$ cat config.mk
export PLATFORM = sky130hd
export DESIGN_NAME = frame_plane_layout_top
export DESIGN_NICKNAME = d
export VERILOG_FILES = /design/src/rtl/core/fpl_pkg.sv /design/src/rtl/core/fpl_pad.sv /design/src/rtl/core/frame_plane_layout_top.sv
export SDC_FILE = /design/constraint.sdc
export NUM_CORES = 2
export LEC_CHECK = 0
export ABC_AREA = 0
export CAP_MARGIN = 10
export CORE_ASPECT_RATIO = 1.5
export CORE_UTILIZATION = 50
export CTS_CLUSTER_SIZE = 30
export DETAILED_ROUTE_END_ITERATION = 8
export DONT_BUFFER_PORTS = 1
export GPL_ROUTABILITY_DRIVEN = 0
export PLACE_DENSITY = 0.62
export SKIP_LAST_GASP = 1
export SYNTH_ARGS = -nofsm -noshare
export SYNTH_HDL_FRONTEND = slang
export SYNTH_SLANG_ARGS = --single-unit
$ cat constraint.sdc
create_clock -name clk_i -period 25.3 [get_ports clk_i]
set_input_delay 1.265 -clock clk_i [delete_from_list [all_inputs] [get_ports clk_i]]
set_output_delay 1.265 -clock clk_i [all_outputs]
set_load 0.02 [all_outputs]
$ cat src/rtl/core/fpl_pkg.sv
// Shared types and constants for the frame plane layout block.
`timescale 1ns / 1ps

package fpl_pkg;

  // Input dimension width and padded dimension width (one extra bit of headroom)
  localparam int unsigned DIM_W = 13;
  localparam int unsigned PAD_W = DIM_W + 1;

  // Result field widths
  localparam int unsigned STRIDE_W = 15;
  localparam int unsigned CSTR_W   = 13;
  localparam int unsigned OFF1_W   = 25;
  localparam int unsigned OFF2_W   = 26;
  localparam int unsigned SIZE_W   = 27;

  localparam int unsigned FMT_W = 3;

  typedef enum logic [FMT_W-1:0] {
    FMT_ARGB    = 3'd0,
    FMT_YUYV    = 3'd1,
    FMT_YVYU    = 3'd2,
    FMT_YUV444  = 3'd3,
    FMT_YUV422P = 3'd4,
    FMT_YUV420  = 3'd5
  } fmt_e;

  localparam logic ST_OK      = 1'b0;
  localparam logic ST_BAD_FMT = 1'b1;

  // Load strobes for the two register stages of the padding unit
  typedef struct packed {
    logic ld_quot;
    logic ld_pad;
  } pad_ld_t;

endpackage

$ cat src/rtl/core/fpl_pad.sv
// Two-stage unit that rounds a dimension up to a multiple of ALIGN.
`timescale 1ns / 1ps

module fpl_pad #(
  parameter int unsigned ALIGN = 64
) (
  input  logic                      clk_i,
  input  fpl_pkg::pad_ld_t          ld_i,
  input  logic [fpl_pkg::DIM_W-1:0] len_i,
  output logic [fpl_pkg::PAD_W-1:0] pad_o
);

  // Quotient by multiply with a rounded-up reciprocal; exact for any numerator
  // below 2**NUM_W.
  localparam int unsigned NUM_W  = fpl_pkg::PAD_W;
  localparam int unsigned SHIFT  = NUM_W + $clog2(ALIGN);
  localparam int unsigned RCP_W  = NUM_W + 2;
  localparam int unsigned PROD_W = NUM_W + RCP_W;
  localparam logic [RCP_W-1:0] RECIP = RCP_W'(((64'd1 << SHIFT) + ALIGN - 1) / ALIGN);
  localparam logic [NUM_W-1:0] ROUND = NUM_W'(ALIGN - 1);
  localparam logic [fpl_pkg::PAD_W-1:0] ALIGN_V = fpl_pkg::PAD_W'(ALIGN);

  logic [NUM_W-1:0]          num;
  logic [PROD_W-1:0]         prod;
  logic [NUM_W-1:0]          quot_d, quot_q;
  logic [fpl_pkg::PAD_W-1:0] pad_d, pad_q;

  always_comb begin
    num    = NUM_W'(len_i) + ROUND;
    prod   = PROD_W'(num) * PROD_W'(RECIP);
    quot_d = NUM_W'(prod >> SHIFT);
    pad_d  = quot_q * ALIGN_V;
  end

  always_ff @(posedge clk_i) begin
    if (ld_i.ld_quot) begin
      quot_q <= quot_d;
    end
    if (ld_i.ld_pad) begin
      pad_q <= pad_d;
    end
  end

  assign pad_o = pad_q;

endmodule

$ cat src/rtl/core/frame_plane_layout_top.sv
// Top level: pipelined frame buffer layout calculator.
// A request passes saturate and decode, area products, tight size, strides, plane areas and the output register.
// Throughput: one request per cycle while the output is not stalled; stages are sized around one multiply each.
// Stalls ripple back stage by stage, so empty stages still fill while output waits.
// Reset clears only the stage valid bits; data registers are loaded as items pass.
// Unknown format codes return status 1 with every data field zero.
`timescale 1ns / 1ps

module frame_plane_layout_top #(
  parameter int unsigned ALIGN   = 64,
  parameter int unsigned MAX_DIM = 4096
) (
  input  logic         clk_i,
  input  logic         rst_ni,
  input  logic         s_axis_tvalid,
  output logic         s_axis_tready,
  // [12:0] frame_width, [25:13] frame_height, [31:26] zero
  input  logic [31:0]  s_axis_tdata,
  // [2:0] pixel_format
  input  logic [2:0]   s_axis_tuser,
  output logic         m_axis_tvalid,
  input  logic         m_axis_tready,
  // [12:0] padded_height, [25:13] chroma_width, [38:26] chroma_height,
  // [53:39] luma_stride, [66:54] first_chroma_stride, [79:67] second_chroma_stride,
  // [104:80] first_chroma_offset, [130:105] second_chroma_offset,
  // [157:131] padded_size, [184:158] tight_size, [191:185] zero
  output logic [191:0] m_axis_tdata,
  // [0] status, [1] tight_valid
  output logic [1:0]   m_axis_tuser
);

  localparam int unsigned DIM_W  = fpl_pkg::DIM_W;
  localparam int unsigned PAD_W  = fpl_pkg::PAD_W;
  localparam int unsigned S0_W   = PAD_W + 2;
  localparam int unsigned WH_W   = 2 * DIM_W;
  localparam int unsigned OFF_W  = S0_W + PAD_W;
  localparam int unsigned T_W    = 2 * PAD_W;
  localparam int unsigned SIZE_W = fpl_pkg::SIZE_W;
  localparam int unsigned SAT_DIM = (MAX_DIM > (2**DIM_W - 1)) ? (2**DIM_W - 1) : MAX_DIM;
  localparam logic [DIM_W-1:0] SAT_V = DIM_W'(SAT_DIM);

  // ---------------- handshake chain ----------------
  logic v1_q, v2_q, v3_q, v4_q, v5_q, v6_q;
  logic rdy1, rdy2, rdy3, rdy4, rdy5, rdy6;

  assign rdy6 = !v6_q || m_axis_tready;
  assign rdy5 = !v5_q || rdy6;
  assign rdy4 = !v4_q || rdy5;
  assign rdy3 = !v3_q || rdy4;
  assign rdy2 = !v2_q || rdy3;
  assign rdy1 = !v1_q || rdy2;

  assign s_axis_tready = rdy1;
  assign m_axis_tvalid = v6_q;

  always_ff @(posedge clk_i or negedge rst_ni) begin
    if (!rst_ni) begin
      v1_q <= 1'b0;
      v2_q <= 1'b0;
      v3_q <= 1'b0;
      v4_q <= 1'b0;
      v5_q <= 1'b0;
      v6_q <= 1'b0;
    end else begin
      if (rdy1) v1_q <= s_axis_tvalid;
      if (rdy2) v2_q <= v1_q;
      if (rdy3) v3_q <= v2_q;
      if (rdy4) v4_q <= v3_q;
      if (rdy5) v5_q <= v4_q;
      if (rdy6) v6_q <= v5_q;
    end
  end

  logic ld1, ld2, ld3, ld4, ld5, ld6;
  assign ld1 = rdy1 && s_axis_tvalid;
  assign ld2 = rdy2 && v1_q;
  assign ld3 = rdy3 && v2_q;
  assign ld4 = rdy4 && v3_q;
  assign ld5 = rdy5 && v4_q;
  assign ld6 = rdy6 && v5_q;

  // ---------------- stage 1: saturate, decode ----------------
  logic [DIM_W-1:0] w_in, h_in;
  fpl_pkg::fmt_e    fmt_in;
  logic [DIM_W-1:0] w1_d, h1_d, w1_q, h1_q;
  fpl_pkg::fmt_e    fmt1_q;
  logic             bad1_d, bad1_q, tv1_d, tv1_q;

  always_comb begin
    w_in   = s_axis_tdata[DIM_W-1:0];
    h_in   = s_axis_tdata[2*DIM_W-1:DIM_W];
    fmt_in = fpl_pkg::fmt_e'(s_axis_tuser);
    w1_d   = (w_in > SAT_V) ? SAT_V : w_in;
    h1_d   = (h_in > SAT_V) ? SAT_V : h_in;
    bad1_d = !(fmt_in inside {fpl_pkg::FMT_ARGB, fpl_pkg::FMT_YUYV, fpl_pkg::FMT_YVYU,
                              fpl_pkg::FMT_YUV444, fpl_pkg::FMT_YUV422P,
                              fpl_pkg::FMT_YUV420});
    tv1_d  = (fmt_in inside {fpl_pkg::FMT_ARGB, fpl_pkg::FMT_YUV444,
                             fpl_pkg::FMT_YUV422P, fpl_pkg::FMT_YUV420})
             && (w1_d != '0) && (h1_d != '0);
  end

  always_ff @(posedge clk_i) begin
    if (ld1) begin
      w1_q   <= w1_d;
      h1_q   <= h1_d;
      fmt1_q <= fmt_in;
      bad1_q <= bad1_d;
      tv1_q  <= tv1_d;
    end
  end

  // ---------------- padding units (stages 2 and 3) ----------------
  fpl_pkg::pad_ld_t pad_ld;
  logic [PAD_W-1:0] pw3, ph3;

  assign pad_ld.ld_quot = ld2;
  assign pad_ld.ld_pad  = ld3;

  fpl_pad #(.ALIGN(ALIGN)) u_pad_w (
    .clk_i (clk_i),
    .ld_i  (pad_ld),
    .len_i (w1_q),
    .pad_o (pw3)
  );

  fpl_pad #(.ALIGN(ALIGN)) u_pad_h (
    .clk_i (clk_i),
    .ld_i  (pad_ld),
    .len_i (h1_q),
    .pad_o (ph3)
  );

  // ---------------- stage 2: area products ----------------
  logic [WH_W-1:0]  wh2_d, wh2_q, c2_d, c2_q;
  logic [DIM_W-1:0] half_h, cw2_d, cw2_q;
  fpl_pkg::fmt_e    fmt2_q;
  logic             bad2_q, tv2_q;

  always_comb begin
    half_h = (fmt1_q == fpl_pkg::FMT_YUV420) ? (h1_q >> 1) : h1_q;
    wh2_d  = WH_W'(w1_q) * WH_W'(h1_q);
    c2_d   = WH_W'(w1_q >> 1) * WH_W'(half_h);
    case (fmt1_q)
      fpl_pkg::FMT_YUV444:                      cw2_d = w1_q;
      fpl_pkg::FMT_YUV422P, fpl_pkg::FMT_YUV420: cw2_d = w1_q >> 1;
      default:                                  cw2_d = '0;
    endcase
  end

  always_ff @(posedge clk_i) begin
    if (ld2) begin
      wh2_q  <= wh2_d;
      c2_q   <= c2_d;
      cw2_q  <= cw2_d;
      fmt2_q <= fmt1_q;
      bad2_q <= bad1_q;
      tv2_q  <= tv1_q;
    end
  end

  // ---------------- stage 3: tight size ----------------
  logic [SIZE_W-1:0] tight3_d, tight3_q;
  logic [DIM_W-1:0]  cw3_q;
  fpl_pkg::fmt_e     fmt3_q;
  logic              bad3_q, tv3_q;

  always_comb begin
    case (fmt2_q)
      fpl_pkg::FMT_ARGB:   tight3_d = SIZE_W'({wh2_q, 2'b00});
      fpl_pkg::FMT_YUV444: tight3_d = SIZE_W'(wh2_q) + SIZE_W'({wh2_q, 1'b0});
      fpl_pkg::FMT_YUV422P, fpl_pkg::FMT_YUV420:
                           tight3_d = SIZE_W'(wh2_q) + SIZE_W'({c2_q, 1'b0});
      default:             tight3_d = '0;
    endcase
    if (!tv2_q) begin
      tight3_d = '0;
    end
  end

  always_ff @(posedge clk_i) begin
    if (ld3) begin
      tight3_q <= tight3_d;
      cw3_q    <= cw2_q;
      fmt3_q   <= fmt2_q;
      bad3_q   <= bad2_q;
      tv3_q    <= tv2_q;
    end
  end

  // ---------------- stage 4: strides and chroma height ----------------
  logic [S0_W-1:0]   s0_4_d, s0_4_q;
  logic [PAD_W-1:0]  s1_4_d, s1_4_q, ch4_d, ch4_q, hp4_q;
  logic              planar4_d, planar4_q;
  logic [SIZE_W-1:0] tight4_q;
  logic [DIM_W-1:0]  cw4_q;
  logic              bad4_q, tv4_q;

  always_comb begin
    s0_4_d    = S0_W'(pw3);
    s1_4_d    = '0;
    ch4_d     = '0;
    planar4_d = 1'b0;
    case (fmt3_q)
      fpl_pkg::FMT_ARGB: begin
        s0_4_d = S0_W'({pw3, 2'b00});
      end
      fpl_pkg::FMT_YUYV, fpl_pkg::FMT_YVYU: begin
        s0_4_d = S0_W'({pw3, 1'b0});
      end
      fpl_pkg::FMT_YUV444: begin
        s1_4_d    = pw3;
        ch4_d     = ph3;
        planar4_d = 1'b1;
      end
      fpl_pkg::FMT_YUV422P: begin
        s1_4_d    = pw3 >> 1;
        ch4_d     = ph3;
        planar4_d = 1'b1;
      end
      fpl_pkg::FMT_YUV420: begin
        s1_4_d    = pw3 >> 1;
        ch4_d     = ph3 >> 1;
        planar4_d = 1'b1;
      end
      default: begin
        s0_4_d = '0;
      end
    endcase
  end

  always_ff @(posedge clk_i) begin
    if (ld4) begin
      s0_4_q    <= s0_4_d;
      s1_4_q    <= s1_4_d;
      ch4_q     <= ch4_d;
      hp4_q     <= ph3;
      planar4_q <= planar4_d;
      tight4_q  <= tight3_q;
      cw4_q     <= cw3_q;
      bad4_q    <= bad3_q;
      tv4_q     <= tv3_q;
    end
  end

  // ---------------- stage 5: plane areas ----------------
  logic [OFF_W-1:0]  off1_5_d, off1_5_q;
  logic [T_W-1:0]    t5_d, t5_q;
  logic [S0_W-1:0]   s0_5_q;
  logic [PAD_W-1:0]  s1_5_q, ch5_q, hp5_q;
  logic              planar5_q;
  logic [SIZE_W-1:0] tight5_q;
  logic [DIM_W-1:0]  cw5_q;
  logic              bad5_q, tv5_q;

  always_comb begin
    off1_5_d = OFF_W'(s0_4_q) * OFF_W'(hp4_q);
    t5_d     = T_W'(s1_4_q) * T_W'(ch4_q);
  end

  always_ff @(posedge clk_i) begin
    if (ld5) begin
      off1_5_q  <= off1_5_d;
      t5_q      <= t5_d;
      s0_5_q    <= s0_4_q;
      s1_5_q    <= s1_4_q;
      ch5_q     <= ch4_q;
      hp5_q     <= hp4_q;
      planar5_q <= planar4_q;
      tight5_q  <= tight4_q;
      cw5_q     <= cw4_q;
      bad5_q    <= bad4_q;
      tv5_q     <= tv4_q;
    end
  end

  // ---------------- stage 6: offsets, size, output register ----------------
  logic [fpl_pkg::OFF1_W-1:0] off1_o;
  logic [fpl_pkg::OFF2_W-1:0] off2_o;
  logic [SIZE_W-1:0]          size_o;
  logic [191:0]               tdata_d, tdata_q;
  logic [1:0]                 tuser_d, tuser_q;

  always_comb begin
    // For 4:4:4 the second chroma plane area equals the luma area, so all
    // planar cases share off1 + t.
    off1_o = planar5_q ? fpl_pkg::OFF1_W'(off1_5_q) : '0;
    off2_o = planar5_q ? (fpl_pkg::OFF2_W'(off1_5_q) + fpl_pkg::OFF2_W'(t5_q)) : '0;
    size_o = SIZE_W'(off1_5_q) + SIZE_W'({t5_q, 1'b0});
    tdata_d = {7'd0,
               tight5_q,
               size_o,
               off2_o,
               off1_o,
               fpl_pkg::CSTR_W'(s1_5_q),
               fpl_pkg::CSTR_W'(s1_5_q),
               fpl_pkg::STRIDE_W'(s0_5_q),
               DIM_W'(ch5_q),
               cw5_q,
               DIM_W'(hp5_q)};
    tuser_d = {tv5_q, fpl_pkg::ST_OK};
    if (bad5_q) begin
      tdata_d = '0;
      tuser_d = {1'b0, fpl_pkg::ST_BAD_FMT};
    end
  end

  always_ff @(posedge clk_i) begin
    if (ld6) begin
      tdata_q <= tdata_d;
      tuser_q <= tuser_d;
    end
  end

  assign m_axis_tdata = tdata_q;
  assign m_axis_tuser = tuser_q;

  // ---------------- assertions ----------------
  a_bad_fmt_zero: assert property (@(posedge clk_i) disable iff (!rst_ni)
    m_axis_tvalid && (m_axis_tuser[0] == fpl_pkg::ST_BAD_FMT) |-> (m_axis_tdata == '0))
    else $error("unknown format result carries nonzero data");

  a_tight_ok: assert property (@(posedge clk_i) disable iff (!rst_ni)
    m_axis_tvalid && m_axis_tuser[1] |-> (m_axis_tuser[0] == fpl_pkg::ST_OK))
    else $error("tight_valid set on an error result");

  a_full_stall: assert property (@(posedge clk_i) disable iff (!rst_ni)
    !s_axis_tready |-> (v1_q && v2_q && v3_q && v4_q && v5_q && m_axis_tvalid
                        && !m_axis_tready))
    else $error("input stalled while the pipeline has room");

  a_no_drop: assert property (@(posedge clk_i) disable iff (!rst_ni)
    v5_q && !rdy6 |=> v5_q)
    else $error("stage 5 item lost during output stall");

endmodule

==> results list <==
- The layout has 6,103 filler cells.
- For this run, the top clock speed supported by timing is 130 MHz.
- In the final timing run, aggregate negative setup slack is 0 ns.
- Leaving out fill and tap cells, the most frequent cell in the layout is sky130_fd_sc_hd__edfxtp_1.
- Count of inserted antenna diode cells: 0
- The worst setup path is of the flip-flop to flip-flop kind.
- On the critical path the largest part of the delay comes from adder cells.
* Number of cells traversed by the worst register-to-register path: 21
- Of all cell types, the one taking the most synthesized area is sky130_fd_sc_hd__edfxtp_1.
* Detailed placement HPWL: 57,400 um
- Worst min-delay path class: input pin to async pin
* Cell types with the largest area share after synthesis: sky130_fd_sc_hd__edfxtp_1, sky130_fd_sc_hd__fa_1, sky130_fd_sc_hd__ha_1
- In the final routed layout, each cell accounts on average for 18.5 um.
- Commonest non-fill, non-tap cells in the layout: sky130_fd_sc_hd__edfxtp_1, sky130_fd_sc_hd__inv_1, sky130_fd_sc_hd__nand2_1
- Before antenna repair, the detailed router went through 9 iterations.
* Clock root buffer: sky130_fd_sc_hd__clkbuf_16
- Row generation in the floorplan step produced 119 rows.
- The clock passes through at most 3 buffers.
- Global routing used 22.4% of the available met1 tracks.
- Number of nets in the layout: 3,737
* Final Util: 53.6%
- Final worst-path cycle share: 30.4%
* Share of Yosys cell area claimed by the top area cell type: 40.5%
* Main flop type after synthesis: sky130_fd_sc_hd__edfxtp_1
- Worst slew margin relative to its limit: 26.5%
- Together, buffers and inverters on the worst path number 4.
- Total core area: 70,400 sq um
* Power per Cell Area: 136 nW/um^2
* Cell count after synthesis: 3,158
- The number of hold violations in the final report came to 0.
- Destination of the worst register-to-register timing path: c2_q[22]
- The critical path goes through nor2b_1 > nand2_1 > mux2_2 > and2_1 > fa_1 > inv_1 > fa_1 > inv_1 > fa_1 > fa_1 > inv_1 > fa_1 > inv_1 > ha_1 > and4_1 > a211oi_1 > nand2_1 > a32o_1 > nand2b_1 > a31oi_1 > xnor2_1.
- In this run, CTS created clock tree buffers numbering 46.
* Portion of the post-synthesis area used by sequential elements: 40.9%
* Static power due to leakage: 16.4 nW
- Number of gates given a new drive strength after cts: 0
- Maximum number of pins on one net before global-route repair: 80
* Ys async rst share: 1.23%
* DR vias: 22.0k
- In the global route stage, met3 resource usage came out at 2.29%.
- Along the worst path, the maximum fanout reaches 25.
* Antenna violations before repair: 0
- The die is 220 um wide.
* Via count of the first global-routing pass: 23.2k
- Buffers placed on the I/O ports in this run total 0.
- Clk_lat worst skew: 0.60 ns
- Share of cells above drive strength 1: 4.74%
* Grt peak-use layer: met2
- Global routing consumed, on the met2 layer, 40.0% of the routing resources.
* Result of the run: complete, but fails checks
* Setup Skew: 0.0268 ns
- Count of unique library cells instantiated by Yosys: 72
- Relative to the synthesized area, the layout overhead comes to 5.82%.
* Floorplan die height: 329 um
- Avg Synthesized Cell Area: 11.3 sq um
* Area of the mapped netlist: 35,700 sq um
- Startpoint class of the critical path: flip-flop
* Setup crit end kind: flip-flop
- For this run the aggregate overflow at the end of global routing stands at 0.
- Dividing the detail-routed via count by the number of cells gives 5.44.
* # DRC: 30
- RSZ-0062 raised after global routing: no
* Post-detailed-routing wire length: 75,100 um
- Global routing used 21.3% of the available tracks across all layers.
- Maximum cell stage delay along the critical path: 0.87 ns
- Peak VDD IR: 0.0913 mV
* Most common cell type on the critical path: sky130_fd_sc_hd__fa_1
- The H-tree was split into 2 levels.
* Clock-pin slew on the worst setup and hold paths: 0.06 ns
- The count of pins over their slew limit is 0.
- The detail route stage leaves a number of antenna-violating nets equal to 0.
- Starting Density: 50.6%
* Ports placed on the boundary: 235
- Cell with the largest stage delay on the worst path: sky130_fd_sc_hd__nand2_1
- Max-cap violations in this run came to 0.
- Violations in the final reports: design-rule violations
* Number of enable-type register cells in the synthesized netlist: 481
- Clock tree from TritonCTS: built
- At the worst endpoint, the arrival time is 8.03 ns.
- Number of endpoints failing setup at the final stage: 0
- The tree built by TritonCTS fans out to 487 sinks.
- Hold bufs inserted after CTS: 0
- First-pass GRT wire length: 120,000 um
- In this run, the number of DRC markers left after iteration 0 of detailed routing was 1,326.
- The die covers 72,400 sq um.
- Yosys printed 0 warnings.
- In this run the critical register-to-register path is launched from fmt1_q[1].
* Data required, critical path: 25.63 ns
* Setup slack, reg-to-reg: 17.60 ns
- The routed design could run at a clock period as short as 7.70 ns.
* #FFs+latches synth: 487
- At the pin with the least slew margin, the transition time is 1.10 ns.
- Post CTS Setup Buffer Count: 0
-- how the worst max path moves through the flow --
stage / from / to / slack (ns) / depth (start not counted)
2_1_floorplan: m_axis_tready / bad5_q / 15.53 / 2
3_3_place_gp: fmt1_q[1] / c2_q[22] / 17.75 / 21
3_5_place_dp: fmt1_q[1] / c2_q[22] / 17.64 / 21
4_1_cts: fmt1_q[1] / c2_q[22] / 17.60 / 21
5_1_grt: fmt1_q[1] / c2_q[22] / 17.25 / 21
6_report: fmt1_q[1] / c2_q[22] / 17.60 / 21
-- metal layers --
metal	share of wire (%)	routed length, um
met2	55	41200
met1	36	26700
met3	3.4	2560
met4	6.2	4660
met5	0	0
-- kinds of logic (layout without fill, tap and decap cells) --
kind of cell	after synthesis	after routing	share of synthesized area (%)
other	1	67	0.0105
buffers and inverters	637	555	7.52
multiplexers	53	53	1.62
flip-flops	487	487	40.9
XOR/XNOR	115	115	2.82
AND/OR/NAND/NOR	946	946	13.3
AO/OA/AOI/OAI	327	327	6.08
adder cells (fa/ha/maj)	592	592	27.7
-- power by group --
part | internal, mW | switching, mW | leakage, nW
Combinational | 1.19 | 1.77 | 10.8
Sequential | 1.28 | 0.219 | 4.86
Clock | 0.363 | 0.299 | 0.698
Total | 2.84 | 2.29 | 16.4
-- sequential cells by signal, summed over array words and instances, names as in the netlist, 9 cells and up --
name,cells
m_axis_tdata,117
tight3_q,27
tight4_q,27
tight5_q,27
wh2_q,26
c2_q,25
t5_q,16
off1_5_q,15
cw2_q,13
cw3_q,13
cw4_q,13
cw5_q,13
h1_q,13
w1_q,13
s0_4_q,10
ch4_q,9
s0_5_q,9
s1_4_q,9
-- stage by stage --
step	hold slack (ns)	worst slack, ns	area (sq um)	total power [mW]	std cells
floorplan	0.400	15.53	35900	3.64	3224
global placement	0.400	17.75	36300	4.41	3965
detailed placement	0.405	17.64	36300	4.50	3965
CTS	0.309	17.60	37700	5.18	4049
global route	0.309	17.25	37700	5.54	4049
finish	0.350	17.60	37700	5.13	4049
-- worst register-to-register path: stages, from the launching register on --
cell and delay (ns):
sky130_fd_sc_hd__edfxtp_1 0.44, sky130_fd_sc_hd__nor2b_1 0.67, sky130_fd_sc_hd__nand2_1 0.87, sky130_fd_sc_hd__mux2_2 0.71
sky130_fd_sc_hd__and2_1 0.23, sky130_fd_sc_hd__fa_1 0.54, sky130_fd_sc_hd__inv_1 0.06, sky130_fd_sc_hd__fa_1 0.53
sky130_fd_sc_hd__inv_1 0.05, sky130_fd_sc_hd__fa_1 0.45, sky130_fd_sc_hd__fa_1 0.49, sky130_fd_sc_hd__inv_1 0.05
sky130_fd_sc_hd__fa_1 0.52, sky130_fd_sc_hd__inv_1 0.06, sky130_fd_sc_hd__ha_1 0.34, sky130_fd_sc_hd__and4_1 0.28
sky130_fd_sc_hd__a211oi_1 0.28, sky130_fd_sc_hd__nand2_1 0.11, sky130_fd_sc_hd__a32o_1 0.31, sky130_fd_sc_hd__nand2b_1 0.16
sky130_fd_sc_hd__a31oi_1 0.21, sky130_fd_sc_hd__xnor2_1 0.09
-- cell usage after synthesis (14+ instances only) --
| cell type | instances |
|---|---|
| sky130_fd_sc_hd__edfxtp_1 | 481 |
| sky130_fd_sc_hd__mux2i_1 | 16 |
| sky130_fd_sc_hd__nand2_1 | 368 |
| sky130_fd_sc_hd__buf_4 | 75 |
| sky130_fd_sc_hd__fa_1 | 329 |
| sky130_fd_sc_hd__o21ai_0 | 59 |
| sky130_fd_sc_hd__a22o_1 | 18 |
| sky130_fd_sc_hd__nor2_1 | 86 |
| sky130_fd_sc_hd__o21a_1 | 21 |
| sky130_fd_sc_hd__nand3_1 | 23 |
| sky130_fd_sc_hd__mux2_2 | 37 |
| sky130_fd_sc_hd__clkbuf_1 | 113 |
| sky130_fd_sc_hd__and3_1 | 28 |
| sky130_fd_sc_hd__and2_1 | 227 |
| sky130_fd_sc_hd__ha_1 | 263 |
| sky130_fd_sc_hd__nor2b_1 | 132 |
| sky130_fd_sc_hd__a21o_1 | 29 |
| sky130_fd_sc_hd__inv_1 | 441 |
| sky130_fd_sc_hd__o21ai_1 | 16 |
| sky130_fd_sc_hd__nand2b_1 | 18 |
| sky130_fd_sc_hd__a211oi_1 | 14 |
| sky130_fd_sc_hd__nor3_1 | 25 |
| sky130_fd_sc_hd__a21oi_1 | 80 |
| sky130_fd_sc_hd__xor2_1 | 35 |
| sky130_fd_sc_hd__xnor2_1 | 80 |
-- area by class of cell --
type,count,area [sq um],share of cell area [%]
well taps,907,1130,3.01
multi-input cells,2100,18700,49.5
clock inverters,22,201,0.534
flip-flops and latches,487,14600,38.7
repair buffers,30,225,0.597
clock buffers,62,1250,3.32
inverters,441,1660,4.39
Note: power is estimated with default switching activity, not from simulation.
